## config.mk

```make
export PLATFORM = sky130hd
export DESIGN_NAME = hifs_ctrl
export DESIGN_NICKNAME = d
export VERILOG_FILES = /design/src/hw/rtl/hifs_pkg.sv /design/src/hw/rtl/hifs_ctrl.sv
export SDC_FILE = /design/constraint.sdc
export NUM_CORES = 1
export LEC_CHECK = 0
export ABC_AREA = 1
export BUFFER_PORTS_ARGS = -buffer_cell sky130_fd_sc_hd__buf_4
export CAP_MARGIN = 20
export CORE_AREA = 2 2 54 51
export CTS_CLUSTER_DIAMETER = 150
export CTS_CLUSTER_SIZE = 8
export DETAILED_ROUTE_END_ITERATION = 10
export DIE_AREA = 0 0 56 53
export PLACE_DENSITY = 0.91
export SLEW_MARGIN = 15
export SYNTH_ARGS = -nofsm -noshare
export SYNTH_HDL_FRONTEND = slang
export SYNTH_SLANG_ARGS = --single-unit
```

## constraint.sdc

```tcl
create_clock -name clk -period 3.6 [get_ports clk]
set_input_delay 0.72 -clock clk [delete_from_list [all_inputs] [get_ports clk]]
set_output_delay 0.72 -clock clk [all_outputs]
set_load 0.1 [all_outputs]
```

## src/hw/rtl/hifs_pkg.sv

```systemverilog
// Shared types, constants and codes for the hash index frame stack.
// Used by hifs_datapath, hifs_ctrl and hash_index_frame_stack; no dependencies.
`timescale 1ns / 1ps

package hifs_pkg;

    localparam int ENTRIES_DEF = 1024;
    localparam int BUCKETS_DEF = 256;
    localparam int FRAMES_DEF  = 16;

    // Operation codes.
    localparam logic [1:0] OP_INSERT = 2'd0;
    localparam logic [1:0] OP_FIND   = 2'd1;
    localparam logic [1:0] OP_PUSH   = 2'd2;
    localparam logic [1:0] OP_POP    = 2'd3;

    // Status codes.
    localparam logic [1:0] ST_OK      = 2'd0;
    localparam logic [1:0] ST_MISS    = 2'd1;
    localparam logic [1:0] ST_FULL    = 2'd2;
    localparam logic [1:0] ST_REFUSED = 2'd3;

    typedef struct packed {
        logic [1:0]  opcode;
        logic [31:0] key_hash;
        logic [3:0]  frame_sel;
    } req_t;

    typedef struct packed {
        logic [1:0] status;
        logic [9:0] result_index;
    } rsp_t;

    // Commands from the controller to the datapath.
    typedef struct packed {
        logic load;        // capture request
        logic clr_step;    // one bucket clear step (reset sweep)
        logic ins_wr;      // write entry and head
        logic head_rd;     // read bucket head of request key
        logic ent_rd;      // read entry at current pointer
        logic push_wr;     // record frame base
        logic pop_rd;      // read key and link of top live entry
        logic pop_wr;      // restore head, decrement count
        logic pop_done;    // drop frame
    } cmd_t;

    // Status from the datapath to the controller.
    typedef struct packed {
        logic clr_last;
        logic table_full;
        logic stack_full;
        logic pop_ok;
        logic ptr_end;
        logic key_hit;
        logic pop_more;
    } sts_t;

endpackage

```

## src/hw/rtl/hifs_ctrl.sv

```systemverilog
// Controller state machine for the hash index frame stack.
// Depends on hifs_pkg; commands hifs_datapath.
`timescale 1ns / 1ps

module hifs_ctrl
    import hifs_pkg::*;
(
    input  logic       clk,
    input  logic       rst_n,
    input  logic       start,
    input  logic [1:0] opcode,
    input  sts_t       sts,
    input  logic [9:0] ent_index,
    input  logic [9:0] frame_index,
    output cmd_t       cmd,
    output logic       busy,
    output logic       done,
    output rsp_t       result
);

    localparam logic [3:0] S_CLEAR = 4'd0;
    localparam logic [3:0] S_IDLE  = 4'd1;
    localparam logic [3:0] S_HEAD  = 4'd2;
    localparam logic [3:0] S_INS   = 4'd3;
    localparam logic [3:0] S_FPTR  = 4'd4;
    localparam logic [3:0] S_FRD   = 4'd5;
    localparam logic [3:0] S_FCMP  = 4'd6;
    localparam logic [3:0] S_PUSH  = 4'd7;
    localparam logic [3:0] S_PCHK  = 4'd8;
    localparam logic [3:0] S_PRD   = 4'd9;
    localparam logic [3:0] S_PWR   = 4'd10;
    localparam logic [3:0] S_DISP  = 4'd11;

    logic [3:0] state_reg, state_next;
    logic       done_reg, done_next;
    rsp_t       result_reg, result_next;
    logic [1:0] op_reg;

    always_ff @(posedge clk or negedge rst_n)
    begin
        if (!rst_n)
        begin
            state_reg <= S_CLEAR;
            done_reg  <= 1'b0;
        end
        else
        begin
            state_reg <= state_next;
            done_reg  <= done_next;
        end
    end

    always_ff @(posedge clk)
    begin
        result_reg <= result_next;
        if (cmd.load)
            op_reg <= opcode;
    end

    // Next state and commands.
    always_comb
    begin
        state_next  = state_reg;
        done_next   = 1'b0;
        result_next = result_reg;
        cmd         = '0;
        unique case (state_reg)
            S_CLEAR:
            begin
                cmd.clr_step = 1'b1;
                if (sts.clr_last)
                    state_next = S_IDLE;
            end
            S_IDLE:
            begin
                if (start)
                begin
                    cmd.load   = 1'b1;
                    state_next = S_DISP;
                end
            end
            S_DISP:
            begin
                unique case (op_reg)
                    OP_INSERT: state_next = S_HEAD;
                    OP_FIND:   state_next = S_HEAD;
                    OP_PUSH:   state_next = S_PUSH;
                    default:   state_next = S_PCHK;
                endcase
            end
            S_HEAD:
            begin
                // Head read data is valid after this cycle.
                state_next = (op_reg == OP_INSERT) ? S_INS : S_FPTR;
            end
            S_INS:
            begin
                done_next = 1'b1;
                if (sts.table_full)
                    result_next = '{status: ST_FULL, result_index: '0};
                else
                begin
                    cmd.ins_wr  = 1'b1;
                    result_next = '{status: ST_OK, result_index: ent_index};
                end
                state_next = S_IDLE;
            end
            S_FPTR:
            begin
                cmd.head_rd = 1'b1;
                state_next  = S_FRD;
            end
            S_FRD:
            begin
                if (sts.ptr_end)
                begin
                    done_next   = 1'b1;
                    result_next = '{status: ST_MISS, result_index: '0};
                    state_next  = S_IDLE;
                end
                else
                begin
                    cmd.ent_rd = 1'b1;
                    state_next = S_FCMP;
                end
            end
            S_FCMP:
            begin
                if (sts.key_hit)
                begin
                    done_next   = 1'b1;
                    result_next = '{status: ST_OK, result_index: ent_index};
                    state_next  = S_IDLE;
                end
                else
                    state_next = S_FRD;
            end
            S_PUSH:
            begin
                done_next = 1'b1;
                if (sts.stack_full)
                    result_next = '{status: ST_FULL, result_index: '0};
                else
                begin
                    cmd.push_wr = 1'b1;
                    result_next = '{status: ST_OK, result_index: frame_index};
                end
                state_next = S_IDLE;
            end
            S_PCHK:
            begin
                if (!sts.pop_ok)
                begin
                    done_next   = 1'b1;
                    result_next = '{status: ST_REFUSED, result_index: '0};
                    state_next  = S_IDLE;
                end
                else if (sts.pop_more)
                begin
                    cmd.pop_rd = 1'b1;
                    state_next = S_PWR;
                end
                else
                begin
                    cmd.pop_done = 1'b1;
                    done_next    = 1'b1;
                    result_next  = '{status: ST_OK, result_index: '0};
                    state_next   = S_IDLE;
                end
            end
            S_PWR:
            begin
                cmd.pop_wr = 1'b1;
                state_next = S_PCHK;
            end
            default:
            begin
                state_next = S_IDLE;
            end
        endcase
    end

    assign busy   = (state_reg != S_IDLE);
    assign done   = done_reg;
    assign result = result_reg;

`ifndef SYNTHESIS
    a_load_idle: assert property (@(posedge clk) disable iff (!rst_n)
        cmd.load |-> (state_reg == S_IDLE))
        else $error("load outside idle");
    a_done_busy_low: assert property (@(posedge clk) disable iff (!rst_n)
        done |-> (state_reg == S_IDLE))
        else $error("result without return to idle");
    a_single_write: assert property (@(posedge clk) disable iff (!rst_n)
        $countones({cmd.ins_wr, cmd.pop_wr, cmd.clr_step}) <= 1)
        else $error("head memory double write");
    a_pop_pair: assert property (@(posedge clk) disable iff (!rst_n)
        cmd.pop_rd |=> cmd.pop_wr)
        else $error("pop read not followed by write");
`endif

endmodule

```

Yosys cells after proc, flatten, opt, wreduce, memory -nomap -nowiden
Cells that the tools add are included.

word-level totals
  output and inout port bits = 23
  input bits = 32
  bits in read-only memories = 0
  word-level logic and storage cells = 67
  latch bits = 0
  memories = 0
  register bits = 19
  memory bits (writable) = 0

cells by class
  bitwise operators = 0
  shift operators = 0
  add/sub/neg operators = 0
  $lt $le $gt $ge = 0
  equality and inequality tests = 18
  multipliers = 0
  div/mod/pow operators = 0
  reductions and logical operators = 7
  mux-type cells = 37

operators with widths
  cell                                                                     number
  12-bit 2-to-1 mux                                                        6
  12-bit case mux with 5 select lines                                      1
  4-bit case mux with 9 select lines                                       1
  1-bit 2-to-1 mux                                                         20
  4-bit by 3-bit == test with 1-bit output, second input constant          4
  4-bit 2-to-1 mux                                                         4
  4-bit == test, second input constant                                     3
  3-bit 2-to-1 mux                                                         3
  4-bit by 2-bit == test with 1-bit output, second input constant          2
  2-bit inequality test, second input constant                             4
  4-bit case mux with 2 select lines                                       1
  5-bit nonzero test                                                       1
  4-bit by 1-bit == test with 1-bit output, second input constant          1
  4-bit zero test                                                          1
  4-bit by 1-bit inequality test with 1-bit output, second input constant  1
  1-bit case mux with 4 select lines                                       1
  4-bit AND reduction                                                      1
  2-bit OR reduction                                                       2
  3-bit inequality test, second input constant                             1
  2-bit by 1-bit == test with 1-bit output, second input constant          1
  2-bit == test, second input constant                                     1
  2-bit zero test                                                          1
  2-bit AND reduction                                                      1

Logic depth before layout (Yosys ltp)
  word-level depth = 4
  depth in mapped cells = 8
  gate-level depth less buffers = 8

Worst setup path after synthesis
No wires, ideal clock.

  path type = register to output
  start = register state_reg[1]
  end = output port cmd[0] (netlist bit)
  buffers on the path = 0
  cell stages (with the launch flop) = 6
  arrival = 2.873 ns
  path slack = 0.007 ns
  data required time = 2.880 ns
  cell sequence = dfrtp_1 > nor2_2 > inv_2 > nor2_2 > inv_2 > nor3_1

RTL lines
  what                    RTL line         source
  from (decl)             hifs_ctrl.sv:34  logic [3:0] state_reg, state_next;
  from (signal assigned)  hifs_ctrl.sv:48  state_reg <= state_next;
  to (decl)               hifs_ctrl.sv:15  output cmd_t cmd,

==> run_results.csv <==
group,metric,value,unit
outcome,outcome,"finished clean",
route,via_count,1220,
layout,fin_nets,238,
route,first_iter_violations,43,
timing,relSlewSlack,57.2,%
yosys,syn_avg_cell_area,7.68,µm²
clock_network,h-tree-depth,1,
timing,slew_violations,0,
layout,largest_reg_flops,12,
yosys,synth_top_cell_area_share,37.3,%
timing,finalHoldViolations,0,
global_routing,grt_use_total,21.2,%
route,first_pass_iters,4,
route,routed_wl,3.03,mm
timing,holdWs,0.216,ns
critical_path,crit_path_end_kind,"output pin",
die,coreArea,2380,µm²
timing,fmax,395,MHz
global_routing,antenna_found_initial,0,
yosys,synth_ff_type,"edfxtp_1",
layout,final_cells,233,
critical_path,crit_family,"simple AND/OR/NAND/NOR gates",
critical_path,required,2.88,ns
yosys,syn_nets,179,
critical_path,cp_common_cell,"nor2_2",
die,die_x,56,µm
yosys,synth_area,1130,µm²
timing,final-setup-viol-count,0,
clock_network,clkTransAtPathRegs,0.09,ns
die,io_pins,55,
yosys,yosys_register_bits,19,
timing,fin_skew,0.0130,ns
yosys,yosysSeqAreaShare,48.3,%
layout,layout-drive-gt1-share,34.1,%
critical_path,worstPathMaxFanout,6,
yosys,synth.area.top_cells,"edfxtp_1 (37%), nand2_1 (15%), dfrtp_1 (11%), nand3_1 (6.7%), nor2_1 (6.3%)",
global_routing,overflow,0,
critical_path,crit_chain,"nor2_2, inv_2, nor2_2, and3_1, buf_4",
placement,dp_hpwl,2.45,mm
layout,seq_area,546,µm²
route,antenna_left,0,
yosys,synth-warning-count,0,
clock_network,clk_latency,0.29,ns
yosys,syn_inst,147,
hold_path,hold_class,"in2async",
timing,tns,0,ns
timing,worst_slew_pin_slew,0.638,ns
critical_path,ff2ff_path_depth,8,
route,via_per_inst,5.24,
critical_path,path_buf_inv,2,
die,die_height,53,µm
route,routedWlPerCell,13.0,µm
layout,multi_input_area,510,µm²
clock_network,postCtsHoldBufs,0,
global_routing,grt_start_max_net_pins,12,
clock_network,cts.sinks,19,
yosys,yosysMostFrequentCell,"nand2_1",
clock_network,clockBufferDepth,2,
route,drc_errors,0,
die,rows,17,
clock_network,post_cts_buffers,0,
placement,dp.cells,229,
critical_path,cpPeakStageDelay,0.49,ns
layout,nFillCells,213,
yosys,synth_cell_types,22,
layout,antenna_cells,0,
global_routing,grt_pass1_wl,4.80,mm
critical_path,slowest_stage,"dfrtp_1",
job,drv_cap,0,
critical_path,cp.arrival,1.81,ns
timing,rsz0062_at_grt,"no",
clock_network,cts.repair.resized,0,
yosys,yosys.area.top_type,"edfxtp_1",
timing,fin_crit_sh,70.2,%
placement,globalplace.congestion,0.930,
die,dieArea,2970,µm²
clock_network,numCtsBuffers,3,
global_routing,grt_pass1_vias,1053,
clock_network,cts_root_buf,"clkbuf_4",
timing,fin_crit,2.53,ns
yosys,yosys-top-cells-count,"nand2_1 (46), nor2_1 (19), nand3_1 (15)",
critical_path,critPathKind,"reg2out",
yosys,async_flop_share,26.3,%
clock_network,cts_tree,"yes",
die,initial_core_util,47.4,%
placement,placement.io_buffers,54,
layout,syn_to_final_growth,41.6,%
critical_path,start_kind,"flop",
critical_path,crit_cells,5,
yosys,synth-edff-count,14,
worst reg2reg max path, delay by kind of cell (launching register included):
family	cells	cell delay, ns
simple gates	5	1.03
buf+inv	3	0.45
flops	1	0.49
final timing paths:
kind,from,to,slack [ns]
worst min register to register,op_reg[0],state_reg[2],0.60
worst max register to register,state_reg[1],result[1],1.36
worst max-delay path,state_reg[1],cmd[2],1.07
worst min-delay path,rst_n,state_reg[0],0.22
max in group asynchronous,rst_n,state_reg[2],3.28
min in group clk,op_reg[0],state_reg[2],0.60
final cells by class:
class                           instances  area share (%)
Clock buffer                            4            1.64
Inverter                               18            4.23
Multi-Input combinational cell        109            31.9
Sequential cell                        19            34.1
Tap cell                               28            2.19
Timing Repair Buffer                   55            25.8
layout by cell type, fill, tap and decap left out, types with 4 or more instances in the layout:
| cell type | count |
|---|---|
| nand2_1 | 46 |
| dfrtp_1 | 5 |
| inv_1 | 14 |
| nand4_1 | 4 |
| o21ai_0 | 5 |
| edfxtp_1 | 14 |
| buf_4 | 55 |
| nor3_1 | 4 |
| nor2_1 | 19 |
| nand3_1 | 15 |
layer usage:
layer | up-vias | track usage [%] | wire, µm
li1 | 601 | - | -
met1 | 551 | 26.4 | 1220
met2 | 66 | 37.8 | 1540
met3 | 2 | 6.11 | 249
met4 | 0 | 2.38 | 15
met5 | - | 0 | 0
metrics by stage:
| stage | worst slack [ns] | area (µm²) | utilization, % |
|---|---|---|---|
| after global placement | 1.29 | 1570 | 66.0 |
| final | 1.07 | 1600 | 67.1 |
| after CTS | 1.07 | 1600 | 67.1 |
| after detailed placement | 1.25 | 1570 | 66.0 |
| after floorplan | 0.00698 | 1130 | - |
| after global routing | 1.02 | 1600 | 67.1 |
kinds of logic after synthesis:
kind of cell	synth area share [%]
buf+inv	6.43
simple gates	39.1
flops	48.3
compound gates	6.10
Power is left out: the tool's default activity adds up to more than one toggle a clock period on the data nets, which glitch-free logic cannot reach.
